File: config.mk
export PLATFORM = sky130hd
export DESIGN_NAME = thread_slot_allocator_core
export DESIGN_NICKNAME = d
export VERILOG_FILES = /design/src/sv/tsa_pkg.sv /design/src/sv/tsa_ram.sv /design/src/sv/thread_slot_allocator_core.sv
export SDC_FILE = /design/constraint.sdc
export NUM_CORES = 1
export LEC_CHECK = 0
export BUFFER_PORTS_ARGS = -buffer_cell sky130_fd_sc_hd__buf_2
export CAP_MARGIN = 20
export CORE_AREA = 8 8 263 456
export CTS_CLUSTER_DIAMETER = 50
export CTS_CLUSTER_SIZE = 28
export DETAILED_ROUTE_END_ITERATION = 8
export DIE_AREA = 0 0 271 464
export GPL_TIMING_DRIVEN = 0
export SLEW_MARGIN = 30
export SYNTH_ARGS = -nofsm -noshare
export SYNTH_HDL_FRONTEND = slang
export SYNTH_SLANG_ARGS = --single-unit
File: constraint.sdc
create_clock -name clk -period 10.3 [get_ports clk]
set_input_delay 2.06 -clock clk [delete_from_list [all_inputs] [get_ports clk]]
set_output_delay 2.06 -clock clk [all_outputs]
set_load 0.02 [all_outputs]
File: src/sv/tsa_pkg.sv
// tsa_pkg: shared types and codes for the thread slot allocator
// holds command, status and sequencer state encodings; no dependencies
package tsa_pkg;

  localparam int ID_W = 32;
  localparam logic [ID_W-1:0] PENDING_MARK = '1;
  localparam logic [ID_W-1:0] EMPTY_MARK   = '0;

  typedef enum logic [1:0] {
    CMD_ALLOC   = 2'd0,
    CMD_FREE    = 2'd1,
    CMD_LOOKUP  = 2'd2,
    CMD_RECLAIM = 2'd3
  } cmd_t;

  typedef enum logic [2:0] {
    STS_OK        = 3'd0,
    STS_NO_FREE   = 3'd1,
    STS_FULL      = 3'd2,
    STS_MISMATCH  = 3'd3,
    STS_NOT_FOUND = 3'd4
  } status_t;

  typedef enum logic [1:0] {
    SEQ_CLEAR,
    SEQ_IDLE,
    SEQ_SCAN,
    SEQ_FIN
  } seq_state_t;

endpackage

File: src/sv/tsa_ram.sv
// tsa_ram: generic simple dual-port ram, one write and one registered read port
// no dependencies
module tsa_ram #(
  parameter int WIDTH = 32,
  parameter int DEPTH = 32
) (
  input  logic                     clk,
  input  logic                     we,
  input  logic [$clog2(DEPTH)-1:0] waddr,
  input  logic [WIDTH-1:0]         wdata,
  input  logic [$clog2(DEPTH)-1:0] raddr,
  output logic [WIDTH-1:0]         rdata
);

  logic [WIDTH-1:0] mem [DEPTH];
  logic [WIDTH-1:0] rdata_r;

  always_ff @(posedge clk) begin
    if (we) begin
      mem[waddr] <= wdata;
    end
    rdata_r <= mem[raddr];
  end

  assign rdata = rdata_r;

endmodule

File: src/sv/thread_slot_allocator_core.sv
// thread_slot_allocator_core: maps thread ids to dense slot numbers
// depends on tsa_pkg and tsa_ram
//
//  channel | direction | ports                                    | handshake
//  in      | input     | in_command, in_thread_id, in_slot        | in_valid / in_ready
//  out     | output    | out_status, out_slot_out                 | out_valid / out_ready
//
// after reset the slot table is swept to zero, one slot a cycle, with in_ready low.
// allocate and lookup scan the table through the single read port and one shared
// comparator, one slot a cycle, each read word checked from the registered read port;
// free and reclaim check one slot; an allocate with no free count goes straight to
// the result.
// a finished word waits in the output register while the next command is taken;
// a result that finds that register still full holds the sequencer until it drains.
module thread_slot_allocator_core #(
  parameter int SLOTS = 32
) (
  input  logic                             clk,
  input  logic                             rst_n,
  input  logic                             in_valid,
  output logic                             in_ready,
  input  logic [1:0]                       in_command,
  input  logic [tsa_pkg::ID_W-1:0]         in_thread_id,
  input  logic [$clog2(SLOTS)-1:0]         in_slot,
  output logic                             out_valid,
  input  logic                             out_ready,
  output logic [2:0]                       out_status,
  output logic [$clog2(SLOTS+1)-1:0]       out_slot_out
);

  localparam int SLOT_W = $clog2(SLOTS);
  localparam int OUT_W  = $clog2(SLOTS + 1);
  localparam int FC_W   = $clog2(SLOTS + 1);
  localparam logic [SLOT_W-1:0] LAST_SLOT = SLOT_W'(SLOTS - 1);
  localparam logic [SLOT_W:0]   SLOTS_X   = (SLOT_W + 1)'(SLOTS);
  localparam logic [OUT_W-1:0]  SLOT_NONE = OUT_W'(SLOTS);
  localparam logic [FC_W-1:0]   FC_FULL   = FC_W'(SLOTS);

  // sequencer state
  tsa_pkg::seq_state_t state_r, state_nxt;
  tsa_pkg::cmd_t       cmd_r, cmd_nxt;
  logic [tsa_pkg::ID_W-1:0] tid_r, tid_nxt;
  logic [tsa_pkg::ID_W-1:0] key_r, key_nxt;   // value the comparator looks for
  logic [SLOT_W-1:0]   ptr_r, ptr_nxt;         // read address, also the clear pointer
  logic [SLOT_W-1:0]   cnt_r, cnt_nxt;         // reads issued so far in this scan
  logic                single_r, single_nxt;   // one-slot check (free, reclaim)
  logic                issue_done_r, issue_done_nxt;
  // compare stage, in the cycle after the read address is issued
  logic                chk_vld_r, chk_vld_nxt;
  logic [SLOT_W-1:0]   chk_ptr_r, chk_ptr_nxt;
  logic                chk_last_r, chk_last_nxt;
  // architectural state besides the table
  logic [SLOT_W-1:0]   scan_start_r, scan_start_nxt;
  logic [FC_W-1:0]     free_cnt_r, free_cnt_nxt;
  // finished result and output register
  tsa_pkg::status_t    res_status_r, res_status_nxt;
  logic [OUT_W-1:0]    res_slot_r, res_slot_nxt;
  logic                out_valid_r, out_valid_nxt;
  logic [2:0]          out_status_r, out_status_nxt;
  logic [OUT_W-1:0]    out_slot_r, out_slot_nxt;

  // table port
  logic                     ram_we;
  logic [SLOT_W-1:0]        ram_waddr;
  logic [tsa_pkg::ID_W-1:0] ram_wdata;
  logic [tsa_pkg::ID_W-1:0] ram_rdata;
  logic                     hit;
  logic                     in_range;

  tsa_ram #(
    .WIDTH (tsa_pkg::ID_W),
    .DEPTH (SLOTS)
  ) u_table (
    .clk   (clk),
    .we    (ram_we),
    .waddr (ram_waddr),
    .wdata (ram_wdata),
    .raddr (ptr_r),
    .rdata (ram_rdata)
  );

  // the shared comparator
  assign hit      = (ram_rdata == key_r);
  assign in_range = ({1'b0, in_slot} < SLOTS_X);

  function automatic logic [SLOT_W-1:0] next_slot(input logic [SLOT_W-1:0] p);
    next_slot = (p == LAST_SLOT) ? '0 : p + 1'b1;
  endfunction

  always_ff @(posedge clk) begin
    if (!rst_n) begin
      state_r      <= tsa_pkg::SEQ_CLEAR;
      ptr_r        <= '0;
      cnt_r        <= '0;
      issue_done_r <= 1'b1;
      chk_vld_r    <= 1'b0;
      scan_start_r <= '0;
      free_cnt_r   <= FC_FULL;
      out_valid_r  <= 1'b0;
    end else begin
      state_r      <= state_nxt;
      ptr_r        <= ptr_nxt;
      cnt_r        <= cnt_nxt;
      issue_done_r <= issue_done_nxt;
      chk_vld_r    <= chk_vld_nxt;
      scan_start_r <= scan_start_nxt;
      free_cnt_r   <= free_cnt_nxt;
      out_valid_r  <= out_valid_nxt;
    end
  end

  // payload registers, no reset needed
  always_ff @(posedge clk) begin
    cmd_r        <= cmd_nxt;
    tid_r        <= tid_nxt;
    key_r        <= key_nxt;
    single_r     <= single_nxt;
    chk_ptr_r    <= chk_ptr_nxt;
    chk_last_r   <= chk_last_nxt;
    res_status_r <= res_status_nxt;
    res_slot_r   <= res_slot_nxt;
    out_status_r <= out_status_nxt;
    out_slot_r   <= out_slot_nxt;
  end

  always_comb begin
    state_nxt      = state_r;
    cmd_nxt        = cmd_r;
    tid_nxt        = tid_r;
    key_nxt        = key_r;
    ptr_nxt        = ptr_r;
    cnt_nxt        = cnt_r;
    single_nxt     = single_r;
    issue_done_nxt = issue_done_r;
    chk_vld_nxt    = 1'b0;
    chk_ptr_nxt    = chk_ptr_r;
    chk_last_nxt   = chk_last_r;
    scan_start_nxt = scan_start_r;
    free_cnt_nxt   = free_cnt_r;
    res_status_nxt = res_status_r;
    res_slot_nxt   = res_slot_r;
    out_valid_nxt  = out_valid_r;
    out_status_nxt = out_status_r;
    out_slot_nxt   = out_slot_r;
    ram_we         = 1'b0;
    ram_waddr      = chk_ptr_r;
    ram_wdata      = tsa_pkg::EMPTY_MARK;
    in_ready       = 1'b0;

    // downstream takes the waiting word
    if (out_valid_r && out_ready) begin
      out_valid_nxt = 1'b0;
    end

    case (state_r)
      tsa_pkg::SEQ_CLEAR: begin
        // sweep every slot to empty
        ram_we    = 1'b1;
        ram_waddr = ptr_r;
        if (ptr_r == LAST_SLOT) begin
          ptr_nxt   = '0;
          state_nxt = tsa_pkg::SEQ_IDLE;
        end else begin
          ptr_nxt = ptr_r + 1'b1;
        end
      end

      tsa_pkg::SEQ_IDLE: begin
        in_ready = 1'b1;
        if (in_valid) begin
          cmd_nxt        = tsa_pkg::cmd_t'(in_command);
          tid_nxt        = in_thread_id;
          cnt_nxt        = '0;
          issue_done_nxt = 1'b0;
          state_nxt      = tsa_pkg::SEQ_SCAN;
          case (tsa_pkg::cmd_t'(in_command))
            tsa_pkg::CMD_ALLOC: begin
              if (free_cnt_r == '0) begin
                res_status_nxt = tsa_pkg::STS_NO_FREE;
                res_slot_nxt   = SLOT_NONE;
                issue_done_nxt = 1'b1;
                state_nxt      = tsa_pkg::SEQ_FIN;
              end
              ptr_nxt    = scan_start_r;
              key_nxt    = tsa_pkg::EMPTY_MARK;
              single_nxt = 1'b0;
            end
            tsa_pkg::CMD_FREE: begin
              if (!in_range) begin
                res_status_nxt = tsa_pkg::STS_MISMATCH;
                res_slot_nxt   = SLOT_NONE;
                issue_done_nxt = 1'b1;
                state_nxt      = tsa_pkg::SEQ_FIN;
              end
              ptr_nxt    = in_slot;
              key_nxt    = in_thread_id;
              single_nxt = 1'b1;
            end
            tsa_pkg::CMD_LOOKUP: begin
              // lowest matching slot first
              ptr_nxt    = '0;
              key_nxt    = in_thread_id;
              single_nxt = 1'b0;
            end
            tsa_pkg::CMD_RECLAIM: begin
              if (!in_range) begin
                res_status_nxt = tsa_pkg::STS_NOT_FOUND;
                res_slot_nxt   = SLOT_NONE;
                issue_done_nxt = 1'b1;
                state_nxt      = tsa_pkg::SEQ_FIN;
              end
              ptr_nxt    = in_slot;
              key_nxt    = tsa_pkg::PENDING_MARK;
              single_nxt = 1'b1;
            end
            default: begin
              state_nxt = tsa_pkg::SEQ_IDLE;
            end
          endcase
        end
      end

      tsa_pkg::SEQ_SCAN: begin
        // read issue, one slot a cycle, ends on a full wrap, a one-slot check or a hit
        if (!issue_done_r) begin
          chk_vld_nxt  = 1'b1;
          chk_ptr_nxt  = ptr_r;
          chk_last_nxt = single_r || (cnt_r == LAST_SLOT);
          ptr_nxt      = next_slot(ptr_r);
          if (single_r || (cnt_r == LAST_SLOT)) begin
            issue_done_nxt = 1'b1;
          end else begin
            cnt_nxt = cnt_r + 1'b1;
          end
        end
        // compare stage: read data belongs to chk_ptr_r
        if (chk_vld_r) begin
          if (hit) begin
            issue_done_nxt = 1'b1;
            chk_vld_nxt    = 1'b0;
            state_nxt      = tsa_pkg::SEQ_FIN;
            res_status_nxt = tsa_pkg::STS_OK;
            res_slot_nxt   = OUT_W'(chk_ptr_r);
            case (cmd_r)
              tsa_pkg::CMD_ALLOC: begin
                ram_we         = 1'b1;
                ram_wdata      = tid_r;
                free_cnt_nxt   = free_cnt_r - 1'b1;
                scan_start_nxt = next_slot(chk_ptr_r);
              end
              tsa_pkg::CMD_FREE: begin
                ram_we    = 1'b1;
                ram_wdata = tsa_pkg::PENDING_MARK;
                if (free_cnt_r < FC_FULL) begin
                  free_cnt_nxt = free_cnt_r + 1'b1;
                end
              end
              tsa_pkg::CMD_RECLAIM: begin
                // free already counted this slot
                ram_we    = 1'b1;
                ram_wdata = tsa_pkg::EMPTY_MARK;
              end
              default: begin
                ram_we = 1'b0;
              end
            endcase
          end else if (chk_last_r) begin
            issue_done_nxt = 1'b1;
            chk_vld_nxt    = 1'b0;
            state_nxt      = tsa_pkg::SEQ_FIN;
            res_slot_nxt   = SLOT_NONE;
            case (cmd_r)
              tsa_pkg::CMD_ALLOC:  res_status_nxt = tsa_pkg::STS_FULL;
              tsa_pkg::CMD_FREE:   res_status_nxt = tsa_pkg::STS_MISMATCH;
              default:             res_status_nxt = tsa_pkg::STS_NOT_FOUND;
            endcase
          end
        end
      end

      tsa_pkg::SEQ_FIN: begin
        // hand the result to the output register once it is free
        if (!out_valid_r || out_ready) begin
          out_valid_nxt  = 1'b1;
          out_status_nxt = res_status_r;
          out_slot_nxt   = res_slot_r;
          state_nxt      = tsa_pkg::SEQ_IDLE;
        end
      end

      default: begin
        state_nxt = tsa_pkg::SEQ_IDLE;
      end
    endcase
  end

  assign out_valid    = out_valid_r;
  assign out_status   = out_status_r;
  assign out_slot_out = out_slot_r;

endmodule
==> reports/qor.yml <==
status: "completed"
clkLatencyLatePin_ns: 0.70
postCtsHoldBufs: 0
pin_count: 54
drc: 0
synth-edff-count: 1115
cp_slowest_stage_delay_ns: 0.70
via_count: 21577
syn_nets: 2086
final_cells: 3752
grt.overflow.total: 0
drive_above_1_share_pct: 30.9
drt-initial-drc-count: 2459
setup_violations: 0
die-height_um: 464
crit_path_top_delay_cell: "buf_1"
htree_levels: 2
finClkSkew_ns: 0.0394
max-vdd-ir-drop_mv: 0.151
critPathRequiredTime_ns: 10.69
finalHoldViolCount: 0
wirelength_um: 120000
gp_congestion: 0.831
powerDensity_nw_per_um2: 166
period_share_pct: 41.2
wl_per_cell_um: 32.0
cts_resized: 0
dp_cells: 3645
rows: 164
via_per_inst: 5.75
worst_r2r_path_depth: 8
core_sq_um: 113000
maxCapViolations: 0
cts_tree: "done"
dieArea_sq_um: 126000
nNetsFinal: 2273
numCtsBuffers: 58
crit_family: "buffers and inverters"
ys_ff_latch: 1173
ys_types: 49
clock_sinks: 1173
maxSlewViolCount: 0
start_util_pct: 39.7
worst_slew_pin_slew_ns: 1.06
ys_async_sr_fraction_pct: 0
clock.fmax_ghz: 0.236
track_usage_pct: 18.8
crit_buf_inv: 5
path_cells: "clkbuf_1, buf_1, buf_1, mux2_2, nand2_1, nor2_4, buf_16, buf_16"
crit_cells: 8
worstHoldPathType: "register to register"
cts_root_buffer: "clkbuf_16"
grt_first_pass_wirelength_um: 169000
p_leak_nw: 16.6
fin_tns_setup_ns: 0
rsz0062_at_grt: "false"
die_w_um: 271
clock_path_buffers: 3
fin_total_pwr_mw: 8.54
critical_path_class: "register to register"
drtPass1Iterations: 7
seq_area_frac_synth_pct: 76.9
synth_ff_type: "edfxtp_1"
startpoint_type: "register"
port_buffers: 53
end_kind: "register"
finalCriticalPeriod_ns: 4.24
arrival_ns: 4.63
fin_util_pct: 45.3
grt_max_degree: 52
hpwl_um: 84400
synth_warnings: 0
cts_setup_buffers: 0
path_clk_slew_ns: 0.10
syn_inst: 2024
synth.cell_area_sq_um: 45100
path_max_fanout: 15
hold_path_depth: 0
timing.hold.ws_ns: 0.426
drtAntennaViolNets: 0
syn_avg_cell_area_sq_um: 22.3
layout_common_cells: "edfxtp_1, mux4_2, buf_2, buf_16"
area_growth_pct: 14.1
slew-limit-headroom_pct: 29.6
grt_pass1_vias: 22528
final_common_cell: "edfxtp_1"
antenna_found_initial: 2
[sequential cells by signal, summed over array words and instances, names as in the netlist, 2 cells and up]
signal,count
state_r,2
cnt_r,5
ptr_r,5
out_status,3
scan_start_r,5
u_table.rdata,32
res_slot_r,6
out_slot_out,6
u_table.mem,1024
key_r,32
res_status_r,3
chk_ptr_r,5
free_cnt_r,6
cmd_r,2
tid_r,32
[worst register-to-register path: stages, from the launching register on]
cell      delay [ns]
dfxtp_1         0.47
clkbuf_1        0.50
buf_1           0.70
buf_1           0.64
mux2_2          0.36
nand2_1         0.25
nor2_4          0.56
buf_16          0.25
buf_16          0.18
[final timing paths]
path                         from                  end  slack [ns]
setup / recovery         ptr_r[3]  u_table.mem[12][15]        6.06
setup reg to reg         ptr_r[3]  u_table.mem[12][15]        6.06
hold / removal    res_status_r[0]        out_status[0]        0.43
hold reg to reg   res_status_r[0]        out_status[0]        0.43
[layer usage]
layer / vias up / track usage, % / part of all wire (%)
li1: 8771 / - / -
met2: 930 / 33.2 / 52
met5: - / 0 / 0
met4: 0 / 9.49 / 5.8
met3: 247 / 2.45 / 5.8
met1: 11629 / 22.5 / 36
[Yosys cell counts, types with 6 or more instances]
cell         n  share of area [%]
xor2_1      35               0.68
buf_6        8               0.20
mux4_2     320                 16
o21ai_0     14               0.16
nand3_1      6              0.067
ha_1        18               0.50
buf_2       23               0.26
a21oi_1     45               0.50
clkbuf_1    74               0.62
nor2_1      84               0.70
inv_1        9              0.075
dfxtp_1     58                2.6
mux2i_1     12               0.27
edfxtp_1  1115                 74
mux2_2      34               0.85
nor4_1      12               0.17
nand2_1     48               0.40
nor2b_1      8               0.11
and3_1       9               0.12
o21a_1      33               0.55
[cell type report]
type / instances / area (sq um)
Clock buffer: 64 / 1470
Inverter: 10 / 40.0
Antenna cell: 2 / 5.00
Fill cell: 9292 / 62000
Tap cell: 1494 / 1870
Clock inverter: 41 / 468
Sequential cell: 1173 / 34600
Timing Repair Buffer: 127 / 2160
Buffer: 108 / 522
Multi-Input combinational cell: 733 / 10200
[through the flow]
stage               setup slack, ns  cell area, sq um
detailed placement             5.19             49400
global route                   5.93             51400
floorplan                      5.71             45100
global placement               3.53             47200
finish                         6.06             51400
CTS                            5.94             51300
[kinds of logic (layout without fill, tap and decap cells)]
group	count (synthesis)	after routing	share of synthesized area (%)
compound gates	113	113	1.54
simple gates	195	195	1.98
fa+ha+maj	19	19	0.544
other cells	0	2	0
flops	1173	1173	76.9
buf+inv	118	350	1.18
xor+xnor	40	40	0.777
mux	366	366	17.1
[power breakdown]
group | switching (mW) | leakage, nW | internal (mW) | total (mW)
clock network | 1.60 | 0.931 | 1.16 | 2.76
registers | 0.0231 | 11.4 | 5.20 | 5.23
logic | 0.331 | 4.19 | 0.221 | 0.552
total | 1.96 | 16.6 | 6.58 | 8.54
Power figures use the tool's default switching activity.
